**src/rtl/mono_bitmap_page_blit_unit_macros.svh**
```systemverilog
// Assertion macros for the page framebuffer blit unit.
// Users must have clk and arst_n in scope.
`ifndef MONO_BITMAP_PAGE_BLIT_UNIT_MACROS_SVH
`define MONO_BITMAP_PAGE_BLIT_UNIT_MACROS_SVH

// Check a property at every clock edge outside reset.
`define MBPB_ASSERT(name, prop, msg) \
	name: assert property (@(posedge clk) disable iff (!arst_n) (prop)) else $error(msg);

// Check that a condition implies a consequence in the next cycle.
`define MBPB_ASSERT_NEXT(name, pre, post, msg) \
	name: assert property (@(posedge clk) disable iff (!arst_n) (pre) |=> (post)) else $error(msg);

`endif

```
**src/rtl/mbpb_pkg.sv**
```systemverilog
// Shared types and constants for the page framebuffer blit unit.
// No dependencies.
package mbpb_pkg;

	localparam int BANKS = 8;

	localparam logic [1:0] OPC_BITMAP = 2'd0;
	localparam logic [1:0] OPC_READ   = 2'd1;
	localparam logic [1:0] OPC_CLEAR  = 2'd2;

	localparam logic [1:0] CFG_ORIGIN_X = 2'd0;
	localparam logic [1:0] CFG_ORIGIN_Y = 2'd1;
	localparam logic [1:0] CFG_WIDTH    = 2'd2;
	localparam logic [1:0] CFG_HEIGHT   = 2'd3;

	localparam logic KIND_READ    = 1'b0;
	localparam logic KIND_REFRESH = 1'b1;

	typedef enum logic [1:0] {
		CMD_DRAW  = 2'd0,
		CMD_READ  = 2'd1,
		CMD_CLEAR = 2'd2
	} cmd_t;

	typedef enum logic {
		BK_CLEAR = 1'b0,
		BK_RUN   = 1'b1
	} bk_state_t;

	typedef struct packed {
		cmd_t             cmd;
		logic [BANKS-1:0] bank_en;
		logic [2:0]       bit_sel;
		logic             rd_ok;
		logic [2:0]       rd_bank;
		logic             refresh;
		logic [1:0]       first_page;
		logic [1:0]       last_page;
	} ctrl_t;

	typedef struct packed {
		logic       valid;
		logic       kind;
		logic [7:0] read_data;
		logic [1:0] first_page;
		logic [1:0] last_page;
	} res_t;

endpackage

```
**src/rtl/mbpb_ram.sv**
```systemverilog
// Generic single-write, single-read RAM with registered read data.
// No dependencies.
module mbpb_ram #(
	parameter int WIDTH = 8,
	parameter int DEPTH = 64
) (
	input  logic                                    clk,
	input  logic                                    we,
	input  logic [((DEPTH > 1) ? $clog2(DEPTH) : 1)-1:0] waddr,
	input  logic [WIDTH-1:0]                        wdata,
	input  logic                                    re,
	input  logic [((DEPTH > 1) ? $clog2(DEPTH) : 1)-1:0] raddr,
	output logic [WIDTH-1:0]                        rdata
);

	logic [WIDTH-1:0] mem_q [DEPTH];

	always_ff @(posedge clk) begin
		if (we) begin
			mem_q[waddr] <= wdata;
		end
		if (re) begin
			rdata <= mem_q[raddr];
		end
	end

endmodule

```
**src/rtl/mbpb_back.sv**
```systemverilog
// Back part: eight column-bank RAMs, read-modify-write stage, clearing
// sweep and the output register. Depends on mbpb_pkg and mbpb_ram.
module mbpb_back #(
	parameter int SCREEN_COLUMNS = 128,
	parameter int SCREEN_PAGES   = 4
) (
	input  logic                   clk,
	input  logic                   arst_n,
	input  logic                   head_valid,
	output logic                   head_ready,
	input  mbpb_pkg::ctrl_t        head_ctrl,
	input  logic [mbpb_pkg::BANKS-1:0]
		[(((SCREEN_COLUMNS + 7) / 8 * SCREEN_PAGES) > 1 ?
		$clog2((SCREEN_COLUMNS + 7) / 8 * SCREEN_PAGES) : 1)-1:0] head_addr,
	output logic                   busy,
	output mbpb_pkg::res_t         res,
	input  logic                   res_ready
);

	import mbpb_pkg::*;

	localparam int BANK_COLS  = (SCREEN_COLUMNS + 7) / 8;
	localparam int BANK_DEPTH = BANK_COLS * SCREEN_PAGES;
	localparam int AW         = (BANK_DEPTH > 1) ? $clog2(BANK_DEPTH) : 1;

	bk_state_t state_q;
	bk_state_t state_d;
	logic [AW-1:0] sweep_q;
	logic          sweep_done;
	logic          sweeping;

	logic                     s1_valid_q;
	ctrl_t                    s1_ctrl_s1;
	logic [BANKS-1:0][AW-1:0] s1_addr_s1;

	logic [BANKS-1:0]         fwd_we_q;
	logic [BANKS-1:0][AW-1:0] fwd_addr_q;
	logic [BANKS-1:0][7:0]    fwd_data_q;

	logic [BANKS-1:0]         we;
	logic [BANKS-1:0][AW-1:0] waddr;
	logic [BANKS-1:0][7:0]    wdata;
	logic [BANKS-1:0][7:0]    rdata;
	logic [BANKS-1:0][7:0]    merged;

	logic       res_valid_q;
	logic       res_kind_q;
	logic [7:0] res_data_q;
	logic [1:0] res_first_q;
	logic [1:0] res_last_q;

	logic out_free;
	logic s1_needs_out;
	logic s1_advance;
	logic pop;

	assign sweep_done   = (sweep_q == AW'(BANK_DEPTH - 1));
	assign out_free     = !res_valid_q || res_ready;
	assign s1_needs_out = (s1_ctrl_s1.cmd == CMD_READ) || s1_ctrl_s1.refresh;
	assign s1_advance   = s1_valid_q && (!s1_needs_out || out_free);
	assign pop          = (state_q == BK_RUN) && head_valid && (!s1_valid_q || s1_advance);
	assign head_ready   = pop;
	assign res          = {res_valid_q, res_kind_q, res_data_q, res_first_q, res_last_q};

	always_comb begin
		state_d = state_q;
		case (state_q)
			BK_CLEAR: begin
				if (sweep_done) begin
					state_d = BK_RUN;
				end
			end
			BK_RUN: begin
				if (pop && head_ctrl.cmd == CMD_CLEAR) begin
					state_d = BK_CLEAR;
				end
			end
			default: state_d = BK_CLEAR;
		endcase
	end

	always_comb begin
		busy     = 1'b0;
		sweeping = 1'b0;
		case (state_q)
			BK_CLEAR: begin
				busy     = 1'b1;
				sweeping = 1'b1;
			end
			BK_RUN: begin
				busy     = 1'b0;
				sweeping = 1'b0;
			end
			default: ;
		endcase
	end

	always_ff @(posedge clk or negedge arst_n) begin
		if (!arst_n) begin
			state_q <= BK_CLEAR;
			sweep_q <= '0;
		end else begin
			state_q <= state_d;
			sweep_q <= sweeping ? sweep_q + AW'(1) : '0;
		end
	end

	always_comb begin
		for (int j = 0; j < BANKS; j++) begin
			merged[j] = (fwd_we_q[j] && fwd_addr_q[j] == s1_addr_s1[j]) ? fwd_data_q[j]
				: rdata[j];
			if (sweeping) begin
				we[j]    = 1'b1;
				waddr[j] = sweep_q;
				wdata[j] = 8'd0;
			end else begin
				we[j]    = s1_advance && (s1_ctrl_s1.cmd == CMD_DRAW) && s1_ctrl_s1.bank_en[j];
				waddr[j] = s1_addr_s1[j];
				wdata[j] = merged[j] | (8'd1 << s1_ctrl_s1.bit_sel);
			end
		end
	end

	for (genvar j = 0; j < BANKS; j++) begin : g_bank
		mbpb_ram #(
			.WIDTH(8),
			.DEPTH(BANK_DEPTH)
		) u_ram (
			.clk  (clk),
			.we   (we[j]),
			.waddr(waddr[j]),
			.wdata(wdata[j]),
			.re   (pop),
			.raddr(head_addr[j]),
			.rdata(rdata[j])
		);
	end

	always_ff @(posedge clk or negedge arst_n) begin
		if (!arst_n) begin
			s1_valid_q <= 1'b0;
			fwd_we_q   <= '0;
		end else begin
			if (pop) begin
				s1_valid_q <= (head_ctrl.cmd != CMD_CLEAR);
				fwd_we_q   <= we;
			end else if (s1_advance) begin
				s1_valid_q <= 1'b0;
			end
		end
	end

	always_ff @(posedge clk) begin
		if (pop) begin
			s1_ctrl_s1 <= head_ctrl;
			s1_addr_s1 <= head_addr;
			fwd_addr_q <= waddr;
			fwd_data_q <= wdata;
		end
	end

	always_ff @(posedge clk or negedge arst_n) begin
		if (!arst_n) begin
			res_valid_q <= 1'b0;
		end else if (s1_advance && s1_needs_out) begin
			res_valid_q <= 1'b1;
		end else if (res_ready) begin
			res_valid_q <= 1'b0;
		end
	end

	always_ff @(posedge clk) begin
		if (s1_advance && s1_needs_out) begin
			if (s1_ctrl_s1.cmd == CMD_READ) begin
				res_kind_q  <= KIND_READ;
				res_data_q  <= s1_ctrl_s1.rd_ok ? merged[s1_ctrl_s1.rd_bank] : 8'd0;
				res_first_q <= 2'd0;
				res_last_q  <= 2'd0;
			end else begin
				res_kind_q  <= KIND_REFRESH;
				res_data_q  <= 8'd0;
				res_first_q <= s1_ctrl_s1.first_page;
				res_last_q  <= s1_ctrl_s1.last_page;
			end
		end
	end

endmodule
```
**config.mk**
```make
export PLATFORM = sky130hd
export DESIGN_NAME = mbpb_back
export DESIGN_NICKNAME = d
export VERILOG_FILES = /design/src/rtl/mono_bitmap_page_blit_unit_macros.svh /design/src/rtl/mbpb_pkg.sv /design/src/rtl/mbpb_ram.sv /design/src/rtl/mbpb_back.sv
export SDC_FILE = /design/constraint.sdc
export NUM_CORES = 2
export LEC_CHECK = 0
export BUFFER_PORTS_ARGS = -buffer_cell sky130_fd_sc_hd__clkbuf_2
export CAP_MARGIN = 20
export CORE_AREA = 2 2 849 851
export DETAILED_ROUTE_END_ITERATION = 8
export DIE_AREA = 0 0 851 853
export PLACE_DENSITY = 0.47
export SETUP_SLACK_MARGIN = 0.02
export SLEW_MARGIN = 20
export SYNTH_ARGS = -nofsm -noshare
export SYNTH_HDL_FRONTEND = slang
export SYNTH_HIERARCHICAL = 1
export SYNTH_SLANG_ARGS = --single-unit
```
**constraint.sdc**
```tcl
create_clock -name clk -period 23.4 [get_ports clk]
set_input_delay 4.68 -clock clk [delete_from_list [all_inputs] [get_ports clk]]
set_output_delay 4.68 -clock clk [all_outputs]
set_load 0.05 [all_outputs]
```
* After elaboration in Yosys (flattened, before gate mapping)
Memory sizes are Yosys's and may differ from the RTL's. A register that Yosys moved wholly into a read port is not among the register bits.
Index checks and enable logic that the tools add are counted.
** Storage, ports and cells
- Register bits :: 212
- Memory bits (writable) :: 4096
- Bits of input ports :: 74
- Output and inout port bits :: 16
- Word-level logic and storage cells :: 166
- Memories :: 8
** Operators by class
- $add $sub $neg :: 1
- Order comparisons :: 1
- Equal/unequal tests :: 12
- Shift operators :: 1
- Muxes and demuxes :: 60
- Bitwise operators :: 9
- Reductions and logical operators :: 33
** Memory list
- g_bank[0].u_ram.mem_q :: depth 64, width 8, rd ports 1, clocked after Yosys merged registers in 1, write ports 1, line mbpb_ram.sv:16 : logic [WIDTH-1:0] mem_q [DEPTH];
- g_bank[1].u_ram.mem_q :: depth 64, width 8, rd ports 1, clocked after Yosys merged registers in 1, write ports 1, line mbpb_ram.sv:16
- g_bank[2].u_ram.mem_q :: depth 64, width 8, rd ports 1, clocked after Yosys merged registers in 1, write ports 1, line mbpb_ram.sv:16
- g_bank[3].u_ram.mem_q :: depth 64, width 8, rd ports 1, clocked after Yosys merged registers in 1, write ports 1, line mbpb_ram.sv:16
- g_bank[4].u_ram.mem_q :: depth 64, width 8, rd ports 1, clocked after Yosys merged registers in 1, write ports 1, line mbpb_ram.sv:16
- g_bank[5].u_ram.mem_q :: depth 64, width 8, rd ports 1, clocked after Yosys merged registers in 1, write ports 1, line mbpb_ram.sv:16
- 2 more memories
** Operator list (number)
- 8-bit 2-to-1 mux :: 17
- 8-bit bitwise OR :: 8
- 6-bit 2-to-1 mux :: 9
- 6-bit equality test :: 8
- 1-bit 2-to-1 mux :: 31
- 8-bit binary-select mux with 3-bit select :: 1
- 1-bit logical AND :: 22
- 1-bit by 3-bit << shifter with 8-bit output, first input constant :: 1
- 6-bit by 1-bit adder with 6-bit output, second input constant :: 1
- 6-bit equality test, second input constant :: 1
- 1-bit logical OR :: 4
- 3-bit by 4-bit less-than comparator with 1-bit output, second input constant :: 1
- 1-bit case mux with 2 select lines :: 2
- 2-bit nonzero test :: 2
- 1-bit zero test :: 3
- 2-bit by 1-bit equality test with 1-bit output, second input constant :: 1
- 2-bit equality test, second input constant :: 1
- 2-bit zero test :: 1
- 2-bit inequality test, second input constant :: 1
- 2-bit AND reduction :: 1
- 1-bit inverter :: 1

* Depth between registers and ports, before layout
- Depth after elaboration :: 10
- Depth in mapped cells :: 9
- Depth with buffers taken out :: 8

* Modules after synthesis
Netlist, hierarchy kept.
** Modules (own cells, without submodules)
- mbpb_ram :: times used 8, cells each 940, area an instance 20246.9 um^2, sequential area each 15615.0 um^2
- mbpb_back :: times used 1, cells each 766, area an instance 9654.3 um^2, sequential area each 6281.0 um^2

* Worst setup path after synthesis
Ideal clock, no wire load.
- Path type :: input -> output
- Start :: input port res_ready
- End :: output port head_ready
- Arrival :: 10.028 ns
- Data required time :: 18.720 ns
- Setup slack :: 8.692 ns
- Stages :: 4
- Path buffers :: 0
- Path through :: nor2_1 > nand2b_1 > nand3_1 > inv_1
** On the way
- Longest elaborated chain between the ends :: 5
** Ends and longest elaborated chain
- from (decl) :: line mbpb_back.sv:17 : input logic res_ready
- 1-bit logical OR :: line mbpb_back.sv:58 : assign out_free = !res_valid_q || res_ready;
- 1-bit logical OR :: line mbpb_back.sv:60 : assign s1_advance = s1_valid_q && (!s1_needs_out || out_free);
- 1-bit logical AND :: line mbpb_back.sv:60
- 1-bit logical OR :: line mbpb_back.sv:61 : assign pop = (state_q == BK_RUN) && head_valid && (!s1_valid_q || s1_advance);
- 1-bit logical AND :: line mbpb_back.sv:61
- to (decl) :: line mbpb_back.sv:10 : output logic head_ready,
Every way passes these cells.

* Worst setup path after layout
Same ends and word-level chain as after synthesis.

==> impl_metrics.toml <==
[status]
status = "finished clean"

[worst_setup_path]
r2r-start = "state_q"
start_kind = "primary input"
critPathKind = "primary input to output port"
reg2reg_depth = 8
worst_ep_arrival_time_ns = 6.48
worst-r2r-setup-slack_ns = 17.25
cp-end-kind = "output port"
critPathMaxFanout = 61
cp_data_required_time_ns = 18.72
r2r_end = "g_bank[4].u_ram/mem_q[36][2]"

[clock_tree]
clockRootBuffer = "clkbuf_16"
clk_latency_ns = 1.01
htreeDepth = 5
cts_sinks = 4372
post-cts-setup-buffers = 0
clk_pin_slew_ns = 0.06
cts_buffers = 459
clockBufferDepth = 4
hold_buffers = 0
cts_tree = "yes"
postCtsResizedCells = 0

[yosys]
seq_area_frac_synth_pct = 76.4
synth_fa_ha_area_share_pct = 0.00729
ys_ff_latch = 4372
syn_nets = 8361
synth_xor_area_share_pct = 0.260
synth_top_family_by_area = "multiplexers"
synth_area_um2 = 172000
synthCells = 8286
syn_area_per_cell_um2 = 20.7
ys_types = 62
async_flop_share_pct = 0.389
yosys.area_share.simple_pct = 3.95
synth-compound-area-share_pct = 2.45
synth-edff-count = 4355
synth_flop_cell = "edfxtp_1"
yosys-mux-area-fraction_pct = 15.3
ys_warn_count = 6

[routing]
vias = 82813
avgViaCountPerCell = 4.48
wirelength_um = 443000
ant_nets = 0
drc = 0
dr.pass1.iters = 6
wire_per_inst_um = 23.9
drt_iter0_drc = 7666

[floorplanning]
die_y_um = 853
core_area_um2 = 716000
rows = 311
die_w_um = 851
start_util_pct = 24.0
design.die.area_um2 = 726000
pin_count = 90

[grt]
antenna_found_initial = 43
grt_usage_pct = 11.8
grt_pass1_vias = 85890
grt_remaining_overflow = 0
grt_max_degree = 70
grt_pass1_wl_um = 634000

[layout]
finalNonFillerCells = 18503
final_common_cell = "edfxtp_1"
layout_common_cells = "4355 x edfxtp_1, 1008 x mux4_2, 683 x nor2_1"
synthToLayoutAreaGrowth_pct = 15.7
fillers = 70477
multiInputGateArea_um2 = 38600
drive_gt1_share_pct = 23.8
seqCellArea_um2 = 131000
final_util_pct = 27.7
final_net_count = 8627

[hold_path]
min_path_cells = 1
min_path_type = "flip-flop to flip-flop"
min-delay-start = "sweep_q[0]"
min_to = "sweep_q[0]"

[place]
place_ws_ns = 12.15
gp_congestion = 0.761
dp_hpwl_um = 269000
port_buffers = 89
placed_cells = 17634

[timing]
min_period_ns = 11.16
timing.final.ws_setup_ns = 12.24
rsz0062_at_grt = "false"
maxSlewHeadroom_pct = 17.4
fin_worst_skew_ns = 0.0814
worst_pin_slew_ns = 1.22
finalHoldViolCount = 0
finalSetupViolations = 0
maxSlewViolCount = 0
fin_tns_setup_ns = 0
finalCritPeriodShare_pct = 47.7
max_freq_mhz = 89.6

[power_and_ir_drop]
power_per_cell_area_nw_per_um2 = 94.3
ir_drop_mv = 0.0707
p_leak_uw = 0.0603

[flow_run]
drv_cap = 0
==> worst max-delay path by stage <==
stage               from         end  slack, ns  cells past startpoint
4_1_cts        res_ready  head_ready      12.15                      6
2_1_floorplan  res_ready  head_ready       8.69                      4
6_report       res_ready  head_ready      12.24                      6
3_3_place_gp   res_ready  head_ready      12.09                      6
3_5_place_dp   res_ready  head_ready      12.15                      6
5_1_grt        res_ready  head_ready      12.15                      6
==> per-layer routing <==
| metal | share of wire [%] | up-vias | track usage [%] |
|---|---|---|---|
| met5 | 0.023 | - | 0 |
| met4 | 2.7 | 16 | 3.06 |
| met1 | 43 | 44743 | 15.5 |
| met2 | 49 | 2364 | 20.1 |
| li1 | - | 34969 | - |
| met3 | 5.3 | 721 | 1.86 |
==> state kept, by name (all words and copies together) (netlist names) <==
| signal | count |
|---|---|
| fwd_addr_q | 48 |
| fwd_data_q | 64 |
| fwd_we_q | 8 |
| g_bank.u_ram/mem_q | 4096 |
| g_bank.u_ram/rdata | 64 |
| res_data_q | 8 |
| res_first_q | 2 |
| res_kind_q | 1 |
| res_last_q | 2 |
| res_valid_q | 1 |
| s1_addr_s1 | 48 |
| s1_ctrl_s1 | 22 |
| s1_valid_q | 1 |
| state_q | 1 |
| sweep_q | 6 |
==> synth_stat cells, types with 17 or more instances <==
library cell | n | area, um^2
buf_4 | 110 | 826
a31oi_1 | 42 | 263
a22oi_1 | 24 | 180
mux2i_1 | 237 | 2370
clkbuf_1 | 154 | 578
o22ai_1 | 65 | 407
nor2b_1 | 115 | 719
edfxtp_1 | 4355 | 131000
dfrtp_1 | 17 | 425
mux4_2 | 1008 | 22700
o2111ai_1 | 24 | 210
mux2_2 | 104 | 1170
nor2_1 | 684 | 2570
nand3_1 | 129 | 646
o221ai_1 | 65 | 569
a221oi_1 | 48 | 420
nand2_1 | 287 | 1080
nor3_1 | 76 | 380
nand3b_1 | 27 | 203
buf_2 | 91 | 455
o21ai_0 | 46 | 230
a2111oi_0 | 20 | 175
a211oi_1 | 33 | 248
o2bb2ai_1 | 24 | 210
xor2_1 | 26 | 228
a21oi_1 | 78 | 390
buf_6 | 34 | 383
nand4_1 | 30 | 188
buf_1 | 38 | 143
nand2b_1 | 62 | 388
o21a_1 | 23 | 173
xnor2_1 | 25 | 219
==> critical path, cell delays in order <==
cell and delay [ns]:
clkbuf_2 0.27, nor2_1 0.23, nand2b_1 0.19, nand3_2 0.16, inv_8 0.50, clkbuf_2 0.38
==> layout make-up <==
cell class | count | area share [%]
sequential | 4372 | 66.1
tap | 9546 | 6.02
inverter | 6 | 0.0176
multi-input combinational | 3464 | 19.4
clock inverter | 286 | 1.53
timing repair buffer | 249 | 0.889
clock buffer | 562 | 6.01
antenna | 18 | 0.0227
==> report_power, final <==
part	switching (uW)	total, uW	internal [uW]
registers	109	9440	9330
logic	1570	2050	487
clock network	3070	7230	4160
total	4740	18700	14000
==> through the flow <==
| stage | total power, uW | area (um^2) | hold WS (ns) |
|---|---|---|---|
| floorplan | 10700 | 172000 | 0.442 |
| global placement | 11600 | 183000 | 0.465 |
| detailed placement | 11700 | 183000 | 0.481 |
| CTS | 19000 | 198000 | 0.490 |
| global route | 19400 | 198000 | 0.521 |
| finish | 18700 | 199000 | 0.488 |
==> cell families after synthesis <==
| family | count (synthesis) |
|---|---|
| compound gates | 579 |
| flops | 4372 |
| buf+inv | 450 |
| fa+ha+maj | 1 |
| mux | 1349 |
| simple gates | 1484 |
| xor+xnor | 51 |
No activity file was read; power rests on OpenSTA's default activity.
