### config.mk
export PLATFORM = sky130hd
export DESIGN_NAME = mbpb_fifo
export DESIGN_NICKNAME = d
export VERILOG_FILES = /design/src/rtl/mono_bitmap_page_blit_unit_macros.svh /design/src/rtl/mbpb_fifo.sv
export SDC_FILE = /design/constraint.sdc
export NUM_CORES = 1
export LEC_CHECK = 0
export BUFFER_PORTS_ARGS = -buffer_cell sky130_fd_sc_hd__buf_2
export CORE_ASPECT_RATIO = 1.4
export CORE_MARGIN = 3
export CORE_UTILIZATION = 35
export DETAILED_ROUTE_END_ITERATION = 10
export PLACE_DENSITY = 0.6
export SYNTH_ARGS = -nofsm -noshare
export SYNTH_HDL_FRONTEND = slang
export SYNTH_SLANG_ARGS = --single-unit
### constraint.sdc
create_clock -name clk -period 7.8 [get_ports clk]
set_clock_uncertainty 0.15 [all_clocks]
set_input_delay 1.17 -clock clk [delete_from_list [all_inputs] [get_ports clk]]
set_output_delay 1.17 -clock clk [all_outputs]
set_load 0.01 [all_outputs]
### src/rtl/mono_bitmap_page_blit_unit_macros.svh
// Assertion macros for the page framebuffer blit unit.
// Users must have clk and arst_n in scope.
`ifndef MONO_BITMAP_PAGE_BLIT_UNIT_MACROS_SVH
`define MONO_BITMAP_PAGE_BLIT_UNIT_MACROS_SVH

// Check a property at every clock edge outside reset.
`define MBPB_ASSERT(name, prop, msg) \
	name: assert property (@(posedge clk) disable iff (!arst_n) (prop)) else $error(msg);

// Check that a condition implies a consequence in the next cycle.
`define MBPB_ASSERT_NEXT(name, pre, post, msg) \
	name: assert property (@(posedge clk) disable iff (!arst_n) (pre) |=> (post)) else $error(msg);

`endif

### src/rtl/mbpb_fifo.sv
// Two-entry queue between the front and back parts of the blit unit.
// No dependencies.
module mbpb_fifo #(
	parameter int WIDTH = 32
) (
	input  logic             clk,
	input  logic             arst_n,
	input  logic             in_valid,
	output logic             in_ready,
	input  logic [WIDTH-1:0] in_data,
	output logic             out_valid,
	input  logic             out_ready,
	output logic [WIDTH-1:0] out_data
);

	logic [WIDTH-1:0] mem_q [2];
	logic             wr_q;
	logic             rd_q;
	logic [1:0]       cnt_q;
	logic             push;
	logic             pop;

	assign in_ready  = (cnt_q != 2'd2);
	assign out_valid = (cnt_q != 2'd0);
	assign out_data  = mem_q[rd_q];
	assign push      = in_valid && in_ready;
	assign pop       = out_valid && out_ready;

	always_ff @(posedge clk or negedge arst_n) begin
		if (!arst_n) begin
			wr_q  <= 1'b0;
			rd_q  <= 1'b0;
			cnt_q <= 2'd0;
		end else begin
			if (push) begin
				wr_q <= ~wr_q;
			end
			if (pop) begin
				rd_q <= ~rd_q;
			end
			if (push && !pop) begin
				cnt_q <= cnt_q + 2'd1;
			end else if (pop && !push) begin
				cnt_q <= cnt_q - 2'd1;
			end
		end
	end

	always_ff @(posedge clk) begin
		if (push) begin
			mem_q[wr_q] <= in_data;
		end
	end

endmodule

## Word level (Yosys, flattened, before mapping)

Memory sizes are Yosys's and may differ from the RTL's.
Cells that the tools add are included.

- RAM bits: 64
- Word-level logic and storage cells: 21
- Input bits: 36
- Output and inout bits: 34
- Memories kept: 1
- Register bits: 4

Memories:

| name | depth | bits a word | rd ports | clocked after Yosys merged registers in | wr ports | line | RTL |
|---|---|---|---|---|---|---|---|
| mem_q | 2 | 32 | 1 | 0 | 1 | mbpb_fifo.sv:16 | `logic [WIDTH-1:0] mem_q [2];` |

- Bitwise operators: 2
- $add $sub $neg: 2
- Eq/ne operators: 1
- Reduce and logical (&&, ||, !) cells: 8
- Multiplexer cells: 4

Operator list:

| kind | number |
|---|---|
| $logic_and 1x1->1 | 4 |
| $mux 2 | 2 |
| $reduce_bool 2->1 | 2 |
| $add 2x1->2 const B | 1 |
| $logic_not 1->1 | 2 |
| $mux 1 | 2 |
| $ne 2x2->1 const B | 1 |
| $not 1->1 | 2 |
| $sub 2x1->2 const B | 1 |

## Depth between registers and ports, before layout

Gate-level depths: netlist (run 1).

- Depth after elaboration: 6
- Gate-level depth with buffers: 7
- Gate-level depth less buffers: 7

## Least setup slack after synthesis (run 1)

Ideal clock, no wire load.

- Path type: input-to-reg
- Start: input port in_valid
- End: memory mem_q[0][0], enable pin
- Cell stages on the path: 2
- Path buffers: 0
- Slack: 4,613 ps
- Library setup time: 421 ps
- Arrival time: 2,616 ps
- Data required time: 7,229 ps
- Cell sequence: nand2_1 nor2_1

- Word-level cells in the longest chain between the ends: 3

RTL lines:

| element | line | RTL |
|---|---|---|
| start, declared | mbpb_fifo.sv:8 | `input logic in_valid,` |
| $logic_and 1x1->1 | mbpb_fifo.sv:26 | `assign push = in_valid && in_ready;` |
| $mux 1 | mbpb_fifo.sv:50 | `if (push) begin` |
| $mux 1 (implied by the code) | mbpb_fifo.sv:51 | `mem_q[wr_q] <= in_data;` |
| end, declared | mbpb_fifo.sv:16 |  |

No other way between the ends.

## Worst setup path in the final report (run 1)

- Start: register rd_q
- End: output port out_data[29]

- Word-level cells in the longest chain between the ends: 1

RTL lines:

| element | line | RTL |
|---|---|---|
| start, declared | mbpb_fifo.sv:18 | `logic rd_q;` |
| start signal, assigned | mbpb_fifo.sv:39 | `rd_q <= ~rd_q;` |
| $mem_v2 2x32 | - |  |
| end, declared | mbpb_fifo.sv:13 | `output logic [WIDTH-1:0] out_data` |

No other way between the ends.

==> results.md, run 1 <==
- Status: completed
- Max H-tree Level: 3
- Most frequent cells in the layout: buf_2, edfxtp_1, mux2_4
- # Max-Cap Violations: 0
- Placer Congestion: 0.669
- Die Width: roughly 80 um
- Clk sinks: 68
- Final period utilization: 0.414
- Drt drc: 0
- # diodes: 0
- IO Pins: 70
- CTS resizes: 0
- F_max: a little over 300 MHz
- CP endpoint kind: primary output
- Register-to-register setup slack: 5.85 ns
- Clock-pin transition on the worst setup and hold timing paths: about 0.060 ns
- Power share of the clock group: 0.247
- Relative slew slack: 0.319
- Peak VDD IR: around 0.27 mV
- Final HPWL DP: around 2600 um
- Net Sw Power: between 300 and 400 uW
- Vias: roughly 1300
- Setup TNS: 0 ns
- Inst Count DP: between 200 and 300
- Largest net degree at the start of global routing: 34
- # setup viols final: 0
- Worst min-delay path category: flop to flop
- Finished Layout Cells: approximately 300
- Wire per inst: around 13 um
- Mapped Nets: 155
- Setup repair after global routing missed its margin: false
- CP arrival: approximately 1.9 ns
- Pre-Repair DR Iteration Count: 4
- Hold buffers post-CTS: 0
- Layout cells sized above 1: 0.606
- Fill cell count: 632
- Initial antenna violation count: 0
- CTS Buf Count: 9
- Gr ovfl total: 0
- Kind of critical path: flop to primary output
- Final WL: a little under 4000 um
- Cell Int Power: about 900 uW
- # rows: 37
- Sw Ratio: 0.281
- Synthesis Warnings: 0
- Gate Count Post-Synth: approximately 120
- Slew @ Worst Pin: between 1 and 1.5 ns
- Data required time of the worst path: between 6 and 7 ns
- Clock Latency Late Sink: about 0.32 ns
- Tmin final: between 3 and 4 ns
- CTS tree: built
- Slew Limit Fails: 0
- Nets: ~230
- Hold wc startpoint: cnt_q[1]
- Initial Util: 0.361
- Top fanout value on the critical path: 33
- Post-Route Utilization: 0.445
- Part of the Yosys area used for sequential elements: 0.760
- Flop pwr share: 0.465
- DR vias/cell: between 4 and 5
- Die ar.: between 8000 and 9000 um2
- Starting DRT DRC Count: between 40 and 50
- Combinational power share: 0.288
- WHS Path Cells: 1
- Vias in the first global route: about 1200
- GRT Total Usage: 0.0976
- Worst R2R Start: cnt_q[0]
- Die Ht: 109 um
- I/O Buffers: 69
- CP Launch Type: flop
- Mapped Area: approximately 2700 um2
- Syn Area/Cell: between 20 and 25 um2
- FF+latch count, synth: 68
- Global-route wire length before repair: roughly 5900 um
- Crit. Startpoint: rd_q
- Fin. Hold Viols: 0
- WHS Endpoint: cnt_q[1]
- Post-route ant nets: 0
- Netlist cell types: 16
- Lkg Pwr: 0.00131 uW
- Worst reg2reg path depth: 3
- Post-CTS Setup Bufs: 0
- Pwr dens: around 370 nW/um2
- Worst R2R End: mem_q[0][6]
- Core footprint: around 7400 um2
- Commonest non-fill, non-tap cell in the layout: buf_2
- P&R area growth vs syn: 23.2%
- Max Buffers Root-to-Sink: 2
- Root buf cell: clkbuf_8
-- power groups by stage --
stage,sequential [uW],clock [uW],combinational [uW]
after CTS,575,313,363
after global placement,579,0,362
after floorplan,530,0,319
after global routing,586,325,383
after detailed placement,583,0,363
final,571,303,354
-- how the worst max path moves through the flow --
stage               cells after the start           end  slack (ns)
floorplan                               2   mem_q[0][0]        4.61
global placement                        2  out_data[25]        4.86
detailed placement                      2  out_data[24]        4.85
CTS                                     2  out_data[24]        4.49
global route                            2  out_data[29]        4.41
finish                                  2  out_data[29]        4.57
-- synthesized netlist by cell type --
| cell | number | area [um2] |
|---|---|---|
| mux2_4 | 29 | 435 |
| mux2_2 | 3 | 33.8 |
| nor2_1 | 2 | 7.51 |
| and3_1 | 1 | 6.26 |
| xor2_1 | 2 | 17.5 |
| inv_1 | 1 | 3.75 |
| nand2b_1 | 1 | 6.26 |
| nand2_2 | 1 | 6.26 |
| xnor2_1 | 3 | 26.3 |
| buf_12 | 3 | 60.1 |
| nand2_1 | 1 | 3.75 |
| ha_1 | 1 | 12.5 |
| or2_1 | 1 | 6.26 |
| dfrtp_1 | 4 | 100 |
| edfxtp_1 | 64 | 1920 |
| buf_6 | 1 | 11.3 |
-- per-layer routing --
| metal | share of wire | vias up | global-route usage |
|---|---|---|---|
| met5 | 0 | - | 0 |
| li1 | - | 605 | - |
| met1 | 0.39 | 616 | 0.101 |
| met2 | 0.51 | 45 | 0.157 |
| met4 | 0.034 | 0 | 0.0897 |
| met3 | 0.070 | 9 | 0.0289 |
-- flip-flops by register name, summed over array words and instances (netlist names) --
register,cells
rd_q,1
cnt_q,2
wr_q,1
mem_q,64
-- final cells by class --
cell class,instances,area [um2],share of cell area
multi-input combinational,45,571,0.174
inverter,1,3.75,0.00115
timing repair buffer,69,345,0.105
tap,97,121,0.0370
sequential,68,2020,0.617
clock inverter,6,88.8,0.0271
clock buffer,9,124,0.0378
-- cells by family after synthesis --
group | Yosys count | share of synthesized area
xor+xnor | 5 | 0.0165
fa+ha+maj | 1 | 0.00471
buf+inv | 5 | 0.0282
flops | 68 | 0.760
mux | 32 | 0.176
simple gates | 7 | 0.0137
-- per-stage QoR --
stage / power (uW) / hold slack, ns / worst slack [ns] / instance area [um2]
global route: 1290 / 0.378 / 4.41 / 3280
global placement: 941 / 0.331 / 4.86 / 3060
CTS: 1250 / 0.353 / 4.49 / 3280
finish: 1230 / 0.359 / 4.57 / 3280
floorplan: 849 / 0.306 / 4.61 / 2660
detailed placement: 946 / 0.342 / 4.85 / 3060
-- critical path: stages (launching register included) --
cell and delay (ns):
dfrtp_2 1.03, mux2_2 0.41, buf_2 0.14
(Power assumes the default switching activity.)
==> inputs of run 2 (changes only) <==
==> constraint.sdc (replaced) <==
create_clock -name clk -period 3 [get_ports clk]
set_clock_uncertainty 0.15 [all_clocks]
set_input_delay 0.45 -clock clk [delete_from_list [all_inputs] [get_ports clk]]
set_output_delay 0.45 -clock clk [all_outputs]
set_load 0.01 [all_outputs]
==> run 2 against run 1 <==
  * Sequential power up 150%
  * Largest cell class unchanged
  * Die area unchanged
  * Final area up 1.7%
  * Critical path depth up 1
  * Utilization up 0.75 points
==> results.md, run 2 (same netlist as run 1, synthesis figures left out) <==
- CP Launch Type: flop
- Slew @ Worst Pin: 0.766 ns (-0.256 ns)
- Top fanout value on the critical path: 20 (-39%)
- Drt drc: 0 (unchanged)
- Lkg Pwr: 0.00134 uW (+2.5%)
- Largest register FFs: 64 (unchanged)
- IO Pins: 70 (unchanged)
- CTS resizes: 0 (unchanged)
- Clk sinks: 68 (unchanged)
- CP arrival: 1.69 ns (-0.22 ns)
- Largest registers: mem_q (64), cnt_q (2)
- Relative slew slack: 0.489 (+0.171)
- Die Width: 79.7 um (unchanged)
- Vias in the first global route: 1310 (+5.2%)
- DR vias/cell: 4.29 (-0.72%)
- Initial Util: 0.361 (unchanged)
- Die ar.: 8690 um2 (unchanged)
- Setup TNS: 0 ns (unchanged)
- Slew Limit Fails: 0 (unchanged)
- Inst Count DP: 282 (+0.71%)
- Crit. Startpoint: rd_q
- Status: completed
- Pre-Repair DR Iteration Count: 4 (unchanged)
- F_max: approximately 440 MHz
- Max Buffers Root-to-Sink: 2 (unchanged)
- Die Ht: 109 um (unchanged)
- Commonest non-fill, non-tap cell in the layout: buf_2
- Initial antenna violation count: 0 (unchanged)
- Top reg by flops: mem_q
- Final WL: 4300 um (+8.2%)
- Pwr dens: 988 nW/um2 (+160%)
- Hold wc startpoint: in_data[11]
- Finished Layout Cells: 299 (+1.4%)
- Post-route ant nets: 0 (unchanged)
- Vias: 1283 (+0.63%)
- Root buf cell: clkbuf_8
- Data required time of the worst path: 2.40 ns (-4.08 ns)
- P&R area growth vs syn: 25.3%
- CTS tree: built
- Peak VDD IR: 0.430 mV (+58%)
- Kind of critical path: flop to primary output
- I/O Buffers: 69 (unchanged)
- Critical path's slowest cell: dfrtp_2
- Wire per inst: 14.4 um (+6.8%)
- Final Hold Slack: 0.161 ns (-0.198 ns)
- Worst-path cell chain: buf_12 -> mux2_4 -> buf_2
- Max H-tree Level: 3 (unchanged)
- Starting DRT DRC Count: 60 (+25%)
- Final HPWL DP: 2930 um (+12%)
- CTS Buf Count: 9 (unchanged)
- GRT Total Usage: 0.104 (+0.00659)
- Worst R2R Start: cnt_q[0]
- Placer Congestion: 0.688 (+2.8%)
- Global-route wire length before repair: 6490 um (+10%)
- Gr ovfl total: 0 (unchanged)
- Core footprint: 7360 um2 (unchanged)
- Final period utilization: 0.763
- Layout cells sized above 1: 0.594 (-0.0120)
- Setup repair after global routing missed its margin: false
- Largest net degree at the start of global routing: 33 (-2.9%)
- Worst min-delay path category: input port to flop
- Nets: 234 (+1.3%)
- # diodes: 0 (unchanged)
- Fin. Hold Viols: 0 (unchanged)
- # rows: 37 (unchanged)
- # setup viols final: 0 (unchanged)
- Most frequent cells in the layout: buf_2, edfxtp_1, mux2_4
- Clock Latency Late Sink: 0.31 ns (about the same)
- # Max-Cap Violations: 0 (unchanged)
- Tmin final: 2.29 ns
- Slowest stage delay, CP: 0.64 ns (-0.39 ns)
- Clock-pin transition on the worst setup and hold timing paths: 0.07 ns (about the same)
- CP endpoint kind: primary output
==> run 2: worst paths after layout <==
kind | end | slack, ns | depth (start not counted)
hold reg to reg | cnt_q[1] | 0.35 | 1
setup / recovery | out_data[20] | 0.71 | 3
min in group asynchronous | wr_q | 0.31 | 2
hold / removal | mem_q[1][11] | 0.16 | 1
setup reg to reg | mem_q[0][29] | 1.07 | 4
max in group asynchronous | rd_q | 2.26 | 2
==> run 2: stage by stage <==
stage	utilization	total power (uW)	cell area, um2	worst slack, ns
global route	0.453	3480	3330	0.606
CTS	0.453	3350	3330	0.656
global placement	0.420	2470	3090	1.02
detailed placement	0.420	2490	3090	1.02
floorplan	-	2210	2660	0.375
finish	0.453	3290	3330	0.711
==> run 2: layout make-up <==
class | instances | area, um2
multi-input combinational | 45 | 571
inverter | 1 | 3.75
tap | 97 | 121
fill | 649 | 4030
clock inverter | 6 | 103
clock buffer | 10 | 128
timing repair buffer | 72 | 383
sequential | 68 | 2020
==> run 2: where the power goes <==
group	internal, uW	switching, uW
sequential	1300	117
combinational	546	469
clock	546	310
total	2400	896
==> run 2: repair_timing <==
item	4_1_cts	5_1_grt
hold endpoints to repair	4	0
setup buffers	0	0
setup endpoints to repair	0	0
hold buffers	1	0
==> run 2: worst max-delay path: cells and delay by family (launching register included) <==
kind | cells | cell delay [ns]
flip-flops | 1 | 0.64
buffers and inverters | 2 | 0.40
multiplexers | 1 | 0.32
==> run 2: per-layer routing <==
layer	routed length (um)	vias to the layer above	track usage
met5	0	-	0
met4	83	0	0.0516
met3	303	5	0.0455
li1	-	610	-
met2	2250	42	0.172
met1	1660	626	0.113
==> inputs of run 3 (changes only) <==
--- a/config.mk
+++ b/config.mk
@@ -5,12 +5,13 @@
 export SDC_FILE = /design/constraint.sdc
 export NUM_CORES = 1
 export LEC_CHECK = 0
+export ABC_AREA = 1
 export BUFFER_PORTS_ARGS = -buffer_cell sky130_fd_sc_hd__buf_2
 export CORE_ASPECT_RATIO = 1.4
 export CORE_MARGIN = 3
 export CORE_UTILIZATION = 35
 export DETAILED_ROUTE_END_ITERATION = 10
-export PLACE_DENSITY = 0.6
+export PLACE_DENSITY = 0.62
 export SYNTH_ARGS = -nofsm -noshare
 export SYNTH_HDL_FRONTEND = slang
 export SYNTH_SLANG_ARGS = --single-unit
==> constraint.sdc (replaced) <==
create_clock -name clk -period 1.95 [get_ports clk]
set_clock_uncertainty 0.15 [all_clocks]
set_input_delay 0.2925 -clock clk [delete_from_list [all_inputs] [get_ports clk]]
set_output_delay 0.2925 -clock clk [all_outputs]
set_load 0.01 [all_outputs]
==> run 3 against run 2 <==
  * Wire length grew 18%
  * Clock power increased by 9.2%
  * Hold slack worse by 0.049 ns
  * Critical path depth up 1
  * Utilization up 3.6 points
  * Power rose by 46%
  * Non-clock buffer count is 37 higher
  * Combinational power increased by 72%
  * Sequential share of layout area fell by 4.5 points
  * Sequential power is 51% higher
  * Synthesized cell count grew 66%
  * Critical endpoint is now out_data[25]
==> results.md, run 3 <==
- Status: completed
- Gr ovfl total: 0 (unchanged)
- Final period utilization: 0.913
- CP endpoint kind: primary output
- Netlist cell types: 17 (+1)
- Hold wc startpoint: out_ready
- Layout cells sized above 1: 0.350 (-0.244)
- Fin. Hold Viols: 0 (unchanged)
- Setup repair after global routing missed its margin: false
- Pwr dens: 1340 nW/um2 (+35%)
- # Max-Cap Violations: 0 (unchanged)
- Syn Area/Cell: 13.6 um2 (-40%)
- Worst min-delay path category: input port to flop
- Core footprint: 7360 um2 (unchanged)
- # diodes: 0 (unchanged)
- Global-route wire length before repair: 8170 um (+26%)
- Die Ht: 109 um (about the same)
- Data required time of the worst path: 1.51 ns (-0.89 ns)
- Starting DRT DRC Count: 77 (+28%)
- IO Pins: 70 (unchanged)
- # rows: 37 (unchanged)
- Post-route ant nets: 0 (unchanged)
- Wire per inst: 12.3 um (-14%)
- Fin area: 3600 um2 (+8.0%)
- P&R area growth vs syn: 35.5%
- Synthesis Warnings: 0 (unchanged)
- Clock-pin transition on the worst setup and hold timing paths: 0.07 ns (about the same)
- Post-synth EDFFs: 64 (unchanged)
- CP Launch Type: flop
- Commonest non-fill, non-tap cell in the layout: nand2_1
- Total power: 4820 uW (+46%)
- Top reg by flops: mem_q
- Placed inst area: 3100 um2 (+0.32%)
- # setup viols final: 0 (unchanged)
- Critical Path End: out_data[25]
- Relative slew slack: 0.822 (+0.333)
- Worst R2R End: cnt_q[1]
- Setup TNS: 0 ns (unchanged)
- Vias: 1743 (+36%)
- Final HPWL DP: 3200 um (+9.0%)
- Pre-Repair DR Iteration Count: 5 (+1)
- Prevailing post-synth register cell: edfxtp_1
- Root buf cell: clkbuf_8
- Nets: 346 (+48%)
- Final Hold Slack: 0.112 ns (-0.0488 ns)
- Kind of critical path: flop to primary output
- Largest cells by area after synthesis: edfxtp_1, nand2_1, dfrtp_1
- Mapped Area: 2660 um2 (about the same)
- CTS tree: built
- Gate Count Post-Synth: 196 (+66%)
- Vias in the first global route: 1722 (+31%)
- F_max: around 560 MHz
- Part of the Yosys area used for sequential elements: 0.761 (about the same)
- Die Width: 79.6 um (about the same)
- Synth area leader: edfxtp_1
- GRT Total Usage: 0.128 (+0.0233)
- Async SR Flop Fraction: 0.0588 (unchanged)
- Lkg Pwr: 0.00155 uW (+15%)
- Largest register FFs: 64 (unchanged)
- Drt drc: 0 (unchanged)
- Worst R2R Start: cnt_q[0]
- Slew Limit Fails: 0 (unchanged)
- CP arrival: 1.34 ns (-0.35 ns)
- Share of the synthesized area in the top cell type: 0.723 (about the same)
- WHS Path Cells: 3 (+2)
- Max H-tree Level: 3 (unchanged)
- Largest registers: mem_q (64), cnt_q (2)
- Largest net degree at the start of global routing: 34 (+3.0%)
- Top fanout value on the critical path: 33 (+65%)
- Initial antenna violation count: 0 (unchanged)
- Fill cell count: 664 (+2.3%)
- Die ar.: 8690 um2 (about the same)
- Clock Latency Late Sink: 0.32 ns (about the same)
- Top-count cell post-synth: nand2_1
- Register-to-register setup slack: 0.37 ns (-0.70 ns)
- Peak VDD IR: 0.660 mV (+53%)
- Crit. Startpoint: rd_q
- Placer Congestion: 0.702 (+2.1%)
- CTS Buf Count: 9 (unchanged)
- Max Buffers Root-to-Sink: 2 (unchanged)
- Tmin final: 1.78 ns
- Final WL: 5070 um (+18%)
- Commonest cells in the netlist: nand2_1, edfxtp_1, nand2_2
- Slew @ Worst Pin: 0.267 ns (-0.499 ns)
- I/O Buffers: 69 (unchanged)
- Clk sinks: 68 (unchanged)
- FF+latch count, synth: 68 (unchanged)
- Mapped Nets: 233 (+50%)
- DR vias/cell: 4.24 (-1.2%)
- Worst reg2reg path depth: 9 (+5)
- Most frequent cells in the layout: nand2_1, buf_2, edfxtp_1
- Initial Util: 0.361 (about the same)
==> run 3: cell types whose count changed after synthesis, sizes merged, moves of 2 or more <==
cell / change
xnor2: -2
inv: +6
mux2: -32
nand2: +104
nand3: +2
clkbuf: +3
==> run 3: worst min path at each step <==
stage | endpoint | slack (ns)
2_1_floorplan | cnt_q[0] | -0.15
3_3_place_gp | cnt_q[1] | -0.04
3_5_place_dp | cnt_q[1] | -0.04
4_1_cts | rd_q | 0.09
5_1_grt | rd_q | 0.11
6_report | rd_q | 0.11
==> run 3: repair_timing <==
item,CTS,global route
setup endpoints to repair,27,4
setup buffers,0,1
endpoints found under the hold margin,68,0
hold buffers,33,0
resized for setup,1,0
==> run 3: kinds of logic (layout without fill, tap and decap cells) <==
kind of cell | Yosys count | in the layout | share of synthesized area
simple gates | 111 | 111 | 0.177
flops | 68 | 68 | 0.761
buf+inv | 14 | 132 | 0.0485
xor+xnor | 2 | 2 | 0.00942
fa+ha+maj | 1 | 1 | 0.00471
==> run 3: worst max-delay path, stage by stage (launching register included) <==
cell	delay [ns]
dfrtp_2	0.48
inv_8	0.22
nand2_1	0.08
nand2_1	0.08
buf_2	0.13
==> run 3: layer usage <==
| layer | global-route usage | share of wire | vias to the layer above |
|---|---|---|---|
| li1 | - | - | 878 |
| met1 | 0.142 | 0.40 | 801 |
| met2 | 0.215 | 0.52 | 51 |
| met3 | 0.0289 | 0.048 | 13 |
| met4 | 0.0872 | 0.029 | 0 |
| met5 | 0 | 0 | - |
==> run 3: metrics by stage <==
| step | worst slack, ns | cells | utilization |
|---|---|---|---|
| 2_1_floorplan | -0.0339 | 196 | - |
| 3_3_place_gp | 0.269 | 361 | 0.421 |
| 3_5_place_dp | 0.257 | 361 | 0.421 |
| 4_1_cts | 0.0354 | 410 | 0.488 |
| 5_1_grt | 0.0611 | 411 | 0.489 |
| 6_report | 0.169 | 411 | 0.489 |
==> run 3: report_power, final <==
part	leakage (uW)	total (uW)	switching (uW)	internal (uW)
clock network	0.0000748	935	489	446
logic	0.000834	1750	1080	663
registers	0.000642	2140	136	2000
==> run 3: final cells by class <==
type / count / area (um2) / share of cell area
clock buffers: 10 / 128 / 0.0355
well taps: 97 / 121 / 0.0337
inverters: 7 / 33.8 / 0.00938
repair buffers: 109 / 741 / 0.206
flip-flops and latches: 68 / 2020 / 0.562
multi-input cells: 114 / 522 / 0.145
clock inverters: 6 / 31.3 / 0.00869
